$ cat src/rtl/segi_pkg.sv
// ----------------------------------------------------------------------------
// Segment intersection package
// Widths, word types and stage payloads shared by the intersection pipeline.
// ----------------------------------------------------------------------------
package segi_pkg;

    // Coordinate width (two's complement, Q15.8)
    localparam int COORD_BITS = 24;
    // Tolerance register
    localparam int TOL_W = 32;
    localparam logic [TOL_W-1:0] TOL_RESET = TOL_W'(6);

    // Derived datapath widths
    localparam int DIFF_W  = COORD_BITS + 1;          // edge vectors
    localparam int PROD_W  = 2 * DIFF_W;              // one cross term
    localparam int CROSS_W = PROD_W + 1;              // cross product
    localparam int MAG_W   = CROSS_W - 1;             // cross magnitude
    localparam int RMAG_W  = COORD_BITS;              // |R| per axis
    localparam int Q_W     = COORD_BITS;              // quotient bits
    localparam int LO_W    = MAG_W / 2;               // low partial product
    localparam int HI_W    = MAG_W - LO_W;            // high partial product
    localparam int N_W     = RMAG_W + MAG_W;          // dividend |R|*|tn|
    localparam int CMP_W   = (MAG_W > TOL_W) ? MAG_W : TOL_W;

    // Input word: two segments
    typedef struct packed {
        logic signed [COORD_BITS-1:0] a_start_x;
        logic signed [COORD_BITS-1:0] a_start_y;
        logic signed [COORD_BITS-1:0] a_end_x;
        logic signed [COORD_BITS-1:0] a_end_y;
        logic signed [COORD_BITS-1:0] b_start_x;
        logic signed [COORD_BITS-1:0] b_start_y;
        logic signed [COORD_BITS-1:0] b_end_x;
        logic signed [COORD_BITS-1:0] b_end_y;
    } t_seg_in;

    // Output word: hit flag and intersection point
    typedef struct packed {
        logic                         hit;
        logic signed [COORD_BITS-1:0] cross_x;
        logic signed [COORD_BITS-1:0] cross_y;
    } t_seg_out;

    // Front end result: cross products and what the point needs
    typedef struct packed {
        logic signed [COORD_BITS-1:0] a0x;
        logic signed [COORD_BITS-1:0] a0y;
        logic signed [DIFF_W-1:0]     rx;
        logic signed [DIFF_W-1:0]     ry;
        logic signed [CROSS_W-1:0]    den;
        logic signed [CROSS_W-1:0]    tn;
        logic signed [CROSS_W-1:0]    un;
    } t_front;

    // Divider payload: one restoring step per stage, both axes
    typedef struct packed {
        logic                         hit;
        logic                         neg_x;
        logic                         neg_y;
        logic signed [COORD_BITS-1:0] a0x;
        logic signed [COORD_BITS-1:0] a0y;
        logic [MAG_W-1:0]             d;
        logic [MAG_W-1:0]             rem_x;
        logic [Q_W-1:0]               low_x;
        logic [Q_W-1:0]               q_x;
        logic [MAG_W-1:0]             rem_y;
        logic [Q_W-1:0]               low_y;
        logic [Q_W-1:0]               q_y;
    } t_div;

endpackage

$ cat src/rtl/segi_div_stage.sv
// ----------------------------------------------------------------------------
// Segment intersection divider stage
// One restoring division step per axis: one quotient bit per stage.
// ----------------------------------------------------------------------------
module segi_div_stage import segi_pkg::*; (
    input  logic i_clk,
    input  logic i_rst_n,
    input  logic i_en,
    input  logic i_valid,
    input  t_div i_div,
    output logic o_valid,
    output t_div o_div
);

    logic             r_v;
    t_div             r_div;
    t_div             n_div;
    logic [MAG_W:0]   trial_x, trial_y;
    logic             ge_x, ge_y;

    // Shift in the next dividend bit, subtract the divisor when it fits
    always_comb begin
        trial_x = {i_div.rem_x, i_div.low_x[Q_W-1]};
        trial_y = {i_div.rem_y, i_div.low_y[Q_W-1]};
        ge_x    = trial_x >= {1'b0, i_div.d};
        ge_y    = trial_y >= {1'b0, i_div.d};
        n_div       = i_div;
        n_div.rem_x = ge_x ? MAG_W'(trial_x - {1'b0, i_div.d}) : MAG_W'(trial_x);
        n_div.rem_y = ge_y ? MAG_W'(trial_y - {1'b0, i_div.d}) : MAG_W'(trial_y);
        n_div.low_x = i_div.low_x << 1;
        n_div.low_y = i_div.low_y << 1;
        n_div.q_x   = {i_div.q_x[Q_W-2:0], ge_x};
        n_div.q_y   = {i_div.q_y[Q_W-2:0], ge_y};
    end

    always_ff @(posedge i_clk) begin
        if (!i_rst_n) begin
            r_v <= 1'b0;
        end else if (i_en) begin
            r_v <= i_valid;
        end
    end

    always_ff @(posedge i_clk) begin
        if (i_en) begin
            r_div <= n_div;
        end
    end

    assign o_valid = r_v;
    assign o_div   = r_div;

endmodule

$ cat config.mk
export PLATFORM = sky130hd
export DESIGN_NAME = segi_div_stage
export DESIGN_NICKNAME = d
export VERILOG_FILES = /design/src/rtl/segi_pkg.sv /design/src/rtl/segi_div_stage.sv
export SDC_FILE = /design/constraint.sdc
export NUM_CORES = 1
export LEC_CHECK = 0
export BUFFER_PORTS_ARGS = -buffer_cell sky130_fd_sc_hd__buf_2
export CAP_MARGIN = 20
export CORE_AREA = 2 2 230 232
export CTS_CLUSTER_SIZE = 10
export DETAILED_ROUTE_END_ITERATION = 6
export DIE_AREA = 0 0 232 234
export PLACE_DENSITY = 0.64
export RECOVER_POWER = 100
export SYNTH_ARGS = -nofsm -noshare
export SYNTH_HDL_FRONTEND = slang
export SYNTH_SLANG_ARGS = --single-unit
$ cat constraint.sdc
create_clock -name i_clk -period 3.6 [get_ports i_clk]
set_input_delay 0.18 -clock i_clk [delete_from_list [all_inputs] [get_ports i_clk]]
set_output_delay 0.18 -clock i_clk [all_outputs]
set_load 0.02 [all_outputs]
==> flow_summary.toml <==
[finish]
layout.nets = 2685
area.growth.synth_to_final_pct = 47.5
fin_area_sq_um = 24000
fin_util = 0.461
layout-drive-gt1-share = 0.219
multi_input_area_sq_um = 6800
seq_area_sq_um = 8880
nFillCells = 4937

[floorplan]
ios = 599
die_h_um = 234
dieWidth_um = 232
rows = 84
fp.dieArea_sq_um = 54300
initial_utilization = 0.312
coreArea_sq_um = 52000

[sta]
fmax_mhz = 287
setup_viol = 0
timing.hold.ws_ns = 0.0193
period_share = 0.968
drv_slew = 90
max_slew_margin = -0.640
min_period_ns = 3.49
hold_viol_final = 0
worst_slew_pin_slew_ns = 2.46
skew_ns = 0

[critical_path]
timing.rr.start = "o_valid"
worstPathRequired_ns = 3.89
cp.arrival_ns = 3.77
rr_worst_depth = 3
start_kind = "primary input"
crit_fanout = 26
crit_type = "primary input to flop"
end_kind = "flop"
cp-startpoint = "i_div[212]"
rrSetupSlack_ns = 2.39

[yosys]
syn_area_sq_um = 16200
synth.area.top_cells = "edfxtp_1 (55%), ha_1 (7.7%), a21oi_1 (4.3%), mux2_4 (4.3%), xnor2_1 (3.1%)"
synthCells = 1333
seq_area_frac_synth = 0.546
yosysUniqueCellTypes = 84
synth_seq_cells = 296
async_flop_share = 0
ys.flop_type = "edfxtp_1"
synth_area_leader_cell = "edfxtp_1"
yosysMostFrequentCell = "edfxtp_1"
synth_top_area_share = 0.545
synth-edff-count = 295
yosys-top-cells-count = "edfxtp_1 (295), a21oi_1 (140), ha_1 (100), nor2_1 (87), inv_1 (85)"
yosysWarnings = 0
postSynthAreaPerCell_sq_um = 12.2

[drt]
detail_route.vias_per_cell = 4.82
wl_met2_um = 32100
postRouteAntennaNets = 0
wl_met3_um = 4560
wl_met1_um = 26400
top_layer = "met5"
drt_pass1_iterations = 7
drt_iter0_drc = 824
detail_route.drc_violations = 0
drt-total-wl_um = 65700
wl_per_cell_um = 21.9
num_vias = 14400

[placed_design]
gp_congestion = 0.925
numPortBuffers = 594
placed_area_sq_um = 20500
hpwl_um = 52100

[hold_path]
worstHoldPathType = "primary input to flop"
hold_depth = 3
min_from = "i_div[185]"

[clock_tree]
clk_pin_slew_worst_paths_ns = 0.06
cts_inserted_buffers = 39
htreeDepth = 2
cts_num_sinks = 296
cts_tree = "built"
clockBufferDepth = 3
cts-root-buf = "clkbuf_16"
worstSkewPairLatency_ns = 0.54

[grt]
grt_start_max_net_pins = 90
grt_pass1_vias = 14300
grt_pass1_wl_um = 91800
antenna_found_initial = 19
grt-ovfl-total = 0
grt_usage = 0.229

[outcome]
status = "finished with violations"
violations = "capacitance limit, slew limit"

[power_and_ir_drop]
power_leakage_nw = 9.80
power_w = 0.0111
power.density_nw_per_um2 = 462
ir_drop_mv = 0.338

[job]
max_cap_viol_count = 1
[worst max-delay path, stage by stage]
cell	delay, ns
dlygate4sd3_1	0.55
clkbuf_1	0.13
inv_1	0.13
ha_1	0.34
nand4_2	0.11
nor2_2	0.17
and3_1	0.23
o211ai_2	0.10
buf_4	0.17
a311oi_2	0.36
o211ai_2	0.22
a21boi_4	0.19
a21oi_2	0.09
o211a_4	0.28
buf_12	0.18
mux2_4	0.32
[cell type report]
class,instances,share of cell area
Sequential cell,296,0.370
Multi-Input combinational cell,907,0.284
Timing Repair Buffer,953,0.248
Clock buffer,45,0.0417
Tap cell,688,0.0359
Inverter,85,0.0133
Clock inverter,15,0.00600
Antenna cell,11,0.00115
[per-stage QoR]
stage          setup slack, ns  instances   TNS, ns
2_1_floorplan            0.387       1334         0
3_3_place_gp           -0.0744       2659    -0.290
5_1_grt               -0.00493       2996  -0.00493
6_report                 0.115       3000         0
4_1_cts                0.00527       2988         0
3_5_place_dp           -0.0783       2659    -0.202
[flip-flops by register name, indices dropped and copies added (netlist names)]
| name | count |
|---|---|
| o_div | 295 |
| o_valid | 1 |
[path summary, 6_finish.rpt]
kind,endpoint
min reg2reg,o_valid
max reg2reg,o_valid
max,o_div[74]
min,o_div[186]
[cell families after synthesis]
kind of cell / after synthesis / synth area share
AO/OA/AOI/OAI: 355 / 0.140
flip-flops: 296 / 0.546
AND/OR/NAND/NOR: 292 / 0.0879
buffers and inverters: 131 / 0.0414
adder cells (fa/ha/maj): 102 / 0.0795
XOR/XNOR: 90 / 0.0485
multiplexers: 66 / 0.0560
other: 1 / 0.000231
[placed cells by master, fill, tap and decap left out, types with 6 or more instances in the layout]
master / n
nand3_1: 19
edfxtp_1: 295
xnor2_1: 57
buf_4: 78
nand2_1: 74
nor2b_1: 15
a31oi_1: 11
o21a_1: 7
xor2_1: 33
a211oi_1: 6
clkbuf_1: 349
inv_1: 85
clkbuf_16: 39
nor2_1: 87
ha_1: 99
a21oi_1: 139
o21bai_1: 17
o211ai_1: 11
mux2_2: 15
buf_2: 253
dlygate4sd3_1: 269
nor3_1: 13
mux2_4: 46
and3_1: 11
o21ai_0: 55
nand4_1: 29
diode_2: 11
a21o_1: 45
clkinv_1: 6
[where the power goes]
part	internal [W]	total, W	switching, W
combinational	0.00123	0.00304	0.00181
clock	0.00211	0.00364	0.00153
sequential	0.00426	0.00439	0.000128
total	0.00760	0.0111	0.00347
[per-layer routing]
layer,vias up,global-route usage
li1,6904,-
met1,6888,0.274
met2,532,0.394
met3,111,0.0585
met4,14,0.0921
met5,-,0
[repair_timing]
action,CTS,global route
hold endpoints to repair,268,0
gates resized for setup,0,18
hold buffers,269,0
setup endpoints to repair,0,56
buffers inserted,0,1
Power figures use the tool's default switching activity.
