## src/rtl/segi_pkg.sv

```systemverilog
// ----------------------------------------------------------------------------
// Segment intersection package
// Widths, word types and stage payloads shared by the intersection pipeline.
// ----------------------------------------------------------------------------
package segi_pkg;

    // Coordinate width (two's complement, Q15.8)
    localparam int COORD_BITS = 24;
    // Tolerance register
    localparam int TOL_W = 32;
    localparam logic [TOL_W-1:0] TOL_RESET = TOL_W'(6);

    // Derived datapath widths
    localparam int DIFF_W  = COORD_BITS + 1;          // edge vectors
    localparam int PROD_W  = 2 * DIFF_W;              // one cross term
    localparam int CROSS_W = PROD_W + 1;              // cross product
    localparam int MAG_W   = CROSS_W - 1;             // cross magnitude
    localparam int RMAG_W  = COORD_BITS;              // |R| per axis
    localparam int Q_W     = COORD_BITS;              // quotient bits
    localparam int LO_W    = MAG_W / 2;               // low partial product
    localparam int HI_W    = MAG_W - LO_W;            // high partial product
    localparam int N_W     = RMAG_W + MAG_W;          // dividend |R|*|tn|
    localparam int CMP_W   = (MAG_W > TOL_W) ? MAG_W : TOL_W;

    // Input word: two segments
    typedef struct packed {
        logic signed [COORD_BITS-1:0] a_start_x;
        logic signed [COORD_BITS-1:0] a_start_y;
        logic signed [COORD_BITS-1:0] a_end_x;
        logic signed [COORD_BITS-1:0] a_end_y;
        logic signed [COORD_BITS-1:0] b_start_x;
        logic signed [COORD_BITS-1:0] b_start_y;
        logic signed [COORD_BITS-1:0] b_end_x;
        logic signed [COORD_BITS-1:0] b_end_y;
    } t_seg_in;

    // Output word: hit flag and intersection point
    typedef struct packed {
        logic                         hit;
        logic signed [COORD_BITS-1:0] cross_x;
        logic signed [COORD_BITS-1:0] cross_y;
    } t_seg_out;

    // Front end result: cross products and what the point needs
    typedef struct packed {
        logic signed [COORD_BITS-1:0] a0x;
        logic signed [COORD_BITS-1:0] a0y;
        logic signed [DIFF_W-1:0]     rx;
        logic signed [DIFF_W-1:0]     ry;
        logic signed [CROSS_W-1:0]    den;
        logic signed [CROSS_W-1:0]    tn;
        logic signed [CROSS_W-1:0]    un;
    } t_front;

    // Divider payload: one restoring step per stage, both axes
    typedef struct packed {
        logic                         hit;
        logic                         neg_x;
        logic                         neg_y;
        logic signed [COORD_BITS-1:0] a0x;
        logic signed [COORD_BITS-1:0] a0y;
        logic [MAG_W-1:0]             d;
        logic [MAG_W-1:0]             rem_x;
        logic [Q_W-1:0]               low_x;
        logic [Q_W-1:0]               q_x;
        logic [MAG_W-1:0]             rem_y;
        logic [Q_W-1:0]               low_y;
        logic [Q_W-1:0]               q_y;
    } t_div;

endpackage

```

## src/rtl/segi_outbuf.sv

```systemverilog
// ----------------------------------------------------------------------------
// Segment intersection output buffer
// Applies the quotient sign, zeroes misses, and holds two result words.
// ----------------------------------------------------------------------------
module segi_outbuf import segi_pkg::*; (
    input  logic     i_clk,
    input  logic     i_rst_n,
    input  logic     i_valid,
    input  t_div     i_div,
    input  logic     i_out_stall,
    output logic     o_out_valid,
    output t_seg_out o_out_word,
    output logic     o_adv
);

    logic                  r_out_v, n_out_v;
    logic                  r_skid_v, n_skid_v;
    t_seg_out              r_out, r_skid;
    t_seg_out              n_word;
    logic [COORD_BITS-1:0] off_x, off_y;
    logic                  take, load_out_in, load_out_skid, load_skid;

    // Point = A0 + signed quotient; zero on a miss
    always_comb begin
        off_x = i_div.neg_x ? (COORD_BITS'(0) - i_div.q_x) : i_div.q_x;
        off_y = i_div.neg_y ? (COORD_BITS'(0) - i_div.q_y) : i_div.q_y;
        n_word.hit     = i_div.hit;
        n_word.cross_x = i_div.hit ? (i_div.a0x + off_x) : '0;
        n_word.cross_y = i_div.hit ? (i_div.a0y + off_y) : '0;
    end

    // Route the incoming word to the output or the skid register
    always_comb begin
        take          = r_out_v && !i_out_stall;
        load_out_in   = !r_skid_v && i_valid && (!r_out_v || take);
        load_skid     = !r_skid_v && i_valid && r_out_v && !take;
        load_out_skid = r_skid_v && take;
        n_out_v       = r_out_v;
        n_skid_v      = r_skid_v;
        if (load_out_in || load_out_skid) begin
            n_out_v = 1'b1;
        end else if (take) begin
            n_out_v = 1'b0;
        end
        if (load_skid) begin
            n_skid_v = 1'b1;
        end else if (load_out_skid) begin
            n_skid_v = 1'b0;
        end
    end

    always_ff @(posedge i_clk) begin
        if (!i_rst_n) begin
            r_out_v  <= 1'b0;
            r_skid_v <= 1'b0;
        end else begin
            r_out_v  <= n_out_v;
            r_skid_v <= n_skid_v;
        end
    end

    always_ff @(posedge i_clk) begin
        if (load_out_in) begin
            r_out <= n_word;
        end else if (load_out_skid) begin
            r_out <= r_skid;
        end
        if (load_skid) begin
            r_skid <= n_word;
        end
    end

    // Hold the pipeline only while the skid register is occupied
    assign o_adv       = !r_skid_v;
    assign o_out_valid = r_out_v;
    assign o_out_word  = r_out;

endmodule

```

## config.mk

```make
export PLATFORM = sky130hd
export DESIGN_NAME = segi_outbuf
export DESIGN_NICKNAME = d
export VERILOG_FILES = /design/src/rtl/segi_pkg.sv /design/src/rtl/segi_outbuf.sv
export SDC_FILE = /design/constraint.sdc
export NUM_CORES = 1
export LEC_CHECK = 0
export ABC_AREA = 1
export ABC_CLOCK_PERIOD_IN_PS = 10860
export BUFFER_PORTS_ARGS = -buffer_cell sky130_fd_sc_hd__buf_2
export CORE_AREA = 3 3 159 161
export CTS_BUF_LIST = sky130_fd_sc_hd__clkbuf_16
export DETAILED_ROUTE_END_ITERATION = 7
export DIE_AREA = 0 0 162 164
export GPL_ROUTABILITY_DRIVEN = 0
export GPL_TIMING_DRIVEN = 0
export PLACE_DENSITY_LB_ADDON = 0.05
export SKIP_LAST_GASP = 1
export SLEW_MARGIN = 20
export SYNTH_ARGS = -nofsm -noshare
export SYNTH_HDL_FRONTEND = slang
export SYNTH_SLANG_ARGS = --single-unit
```

## constraint.sdc

```tcl
create_clock -name i_clk -period 10.86 [get_ports i_clk]
set_input_delay 2.172 -clock i_clk [delete_from_list [all_inputs] [get_ports i_clk]]
set_output_delay 2.172 -clock i_clk [all_outputs]
set_load 0.02 [all_outputs]
```

==> results.json <==
{
  "clkLatencyLatePin_ps": 340,
  "dieHeight_microns": 164,
  "slew_headroom_pct": 48.83,
  "end_kind": "flop",
  "crit_path_frequent_cell": "nand2_1",
  "start_util_pct": 34.59,
  "diodes": 0,
  "cts_sinks": 100,
  "yosysMostFrequentCell": "nand2_1",
  "synth_fp_nets": 1500,
  "status": "finished clean",
  "post-cts-setup-buffers": 0,
  "place_area_sq_mm": 0.009592,
  "synth_top_area_share_pct": 35.29,
  "critPathRequiredTime_ps": 10940,
  "p_leak_uw": 0.004843,
  "synth_cell_types": 39,
  "max_freq_mhz": 207.0,
  "tns_ps": 0,
  "cts_tree": "done",
  "hold_viol": 0,
  "ir_worst_vdd_uv": 74.15,
  "clk_path_buf_depth": 2,
  "grt_pass1_wl_microns": 37220,
  "dpl.hpwl_microns": 20290,
  "setup_viol": 0,
  "tightest_slew_ps": 765.8,
  "path_max_fanout": 5,
  "ios": 352,
  "post_cts_resized": 0,
  "async_reset_ff_share_pct": 0,
  "synthToLayoutAreaGrowth_pct": 18.39,
  "design_area_sq_mm": 0.009873,
  "first_global_vias": 7000,
  "synth_common_cells": "350 x nand2_1, 140 x inv_1, 110 x nor2_1",
  "layout-drive-gt1-share_pct": 18.52,
  "setup_ws_ps": 6029,
  "grt_overflow": 0,
  "final_nets": 1667,
  "p_per_area_mw_per_mm2": 126.2,
  "vias": 7447,
  "wl_per_cell_microns": 14.41,
  "htree_levels": 3,
  "synth_enable_flop_cells": 98,
  "cts_hold_buf": 0,
  "remaining_drc_errors": 0,
  "ant_nets": 0,
  "drv_slew": 0,
  "ys.flop_type": "edfxtp_1",
  "preCtsSetupSlack_ps": 5690,
  "period_share_pct": 44.49,
  "rows": 57,
  "grt_max_degree": 27,
  "final_core_util_pct": 40.96,
  "track_usage_pct": 17.65,
  "path_class": "input pin to flop",
  "wl_microns": 23510,
  "crit_path_start_kind": "input pin",
  "syn_inst": 1135,
  "synth.avg_cell_area_sq_um": 7.347,
  "cap_violations": 0,
  "crit_chain": "buf_2, inv_1, nand3_1, nor2_1, nand2_1, nor2_1, a21oi_1, xor2_1, ha_1, nand2_1, inv_2, nand2_1, nor3_1, nand3_1, nand3_1, nand2_1, nand4_1, nand2_1",
  "critPathArrivalTime_ps": 4910,
  "slowest_delay_ps": 420,
  "coreArea_sq_mm": 0.02411,
  "slowest_stage": "ha_1",
  "cts-buffers-inserted": 9,
  "portBuffers": 153,
  "synth_area_sq_mm": 0.008339,
  "netlist_top_cells_area": "edfxtp_1 35%, nand2_1 16%, ha_1 9.3%",
  "clkTransAtPathRegs_ps": 70,
  "min_period_ps": 4831,
  "die_x_microns": 162,
  "rsz0062_at_grt": "false",
  "ys_seq_elements": 100,
  "ys_warn_count": 0,
  "min_path_type": "flop to flop",
  "drt_iter0_drc": 405,
  "ys_seq_area_share_pct": 35.77,
  "yosysTopAreaCell": "edfxtp_1",
  "viasPerCell": 4.566,
  "drt_first_pass_iters": 5,
  "grt_antenna_before_repair": 0,
  "die_area_sq_mm": 0.02657,
  "skew_ps": 8.121,
  "root_buffer": "clkbuf_16"
}
-- per-stage QoR --
| step | instances | power [uW] | hold slack (ps) |
|---|---|---|---|
| finish | 1631 | 1246 | 518.3 |
| CTS | 1631 | 1259 | 522.0 |
| floorplan | 1135 | 804.6 | 456.4 |
| global placement | 1612 | 950.1 | 473.2 |
| global route | 1631 | 1338 | 545.7 |
| detailed placement | 1615 | 953.2 | 506.0 |
-- metal layers --
| metal | vias up | track usage [%] | routed length (microns) |
|---|---|---|---|
| met5 | - | 0 | 0 |
| met4 | 0 | 3.180 | 199 |
| met3 | 13 | 1.841 | 1137 |
| met2 | 198 | 24.19 | 8889 |
| met1 | 3173 | 29.47 | 13280 |
| li1 | 4063 | - | - |
-- critical path: cells and delay by family --
family / cells / cell delay, ps
AOI/OAI and AO/OA: 1 / 100
xor gates and xnor gates: 1 / 180
and+or+nand+nor: 12 / 1750
adders and majority gates: 1 / 420
buffers and inverters: 3 / 280
-- registers in the layout (all words and copies together), names as in the netlist --
| signal | count |
|---|---|
| o_out_valid | 1 |
| r_skid_v | 1 |
| o_out_word | 49 |
| r_skid | 49 |
-- path summary, 6_finish.rpt --
path	startpoint	to	slack (ps)	cells past startpoint
setup reg to reg	r_skid_v	o_out_word[12]	8880	7
hold reg to reg	r_skid_v	r_skid_v	520	2
setup / recovery	i_div[2]	o_out_word[22]	6030	18
hold / removal	r_skid_v	r_skid_v	520	2
-- cell families after synthesis --
family,after synthesis,share of synthesized area [%]
xor gates and xnor gates,50,5.251
and+or+nand+nor,615,32.09
adders and majority gates,64,9.782
DFF,100,35.77
buffers and inverters,165,7.652
AOI/OAI and AO/OA,141,9.452
-- final cells by class --
class	count	area, sq um
buffer	21	97.59
clock buffer	9	225.2
clock inverter	7	56.30
fill	2623	14230
inverter	144	540.5
multi-input combinational	870	4737
sequential	100	2983
tap	324	405.4
timing repair buffer	156	828.3
-- placed cells by master (no fill, tap or decap), types with 4 or more instances in the layout --
cell,count
nand4_1,40
inv_2,4
nor2_2,11
a21oi_1,61
o21bai_1,5
nand3_1,49
nor3_1,11
o21ai_2,7
o21ai_1,16
edfxtp_1,98
nor2_1,109
clkbuf_16,9
ha_1,62
a21oi_2,6
nand3b_1,8
inv_6,4
xor2_1,34
buf_2,162
o21ai_0,37
nand2_1,350
xnor2_1,16
nand3_2,6
nand2_2,17
inv_1,140
clkbuf_1,9
-- where the power goes --
| group | switching, uW | internal, uW |
|---|---|---|
| logic | 318 | 160 |
| clock network | 142 | 159 |
| registers | 5.42 | 461 |
| total | 466 | 781 |
Note: power is estimated with default switching activity, not from simulation.
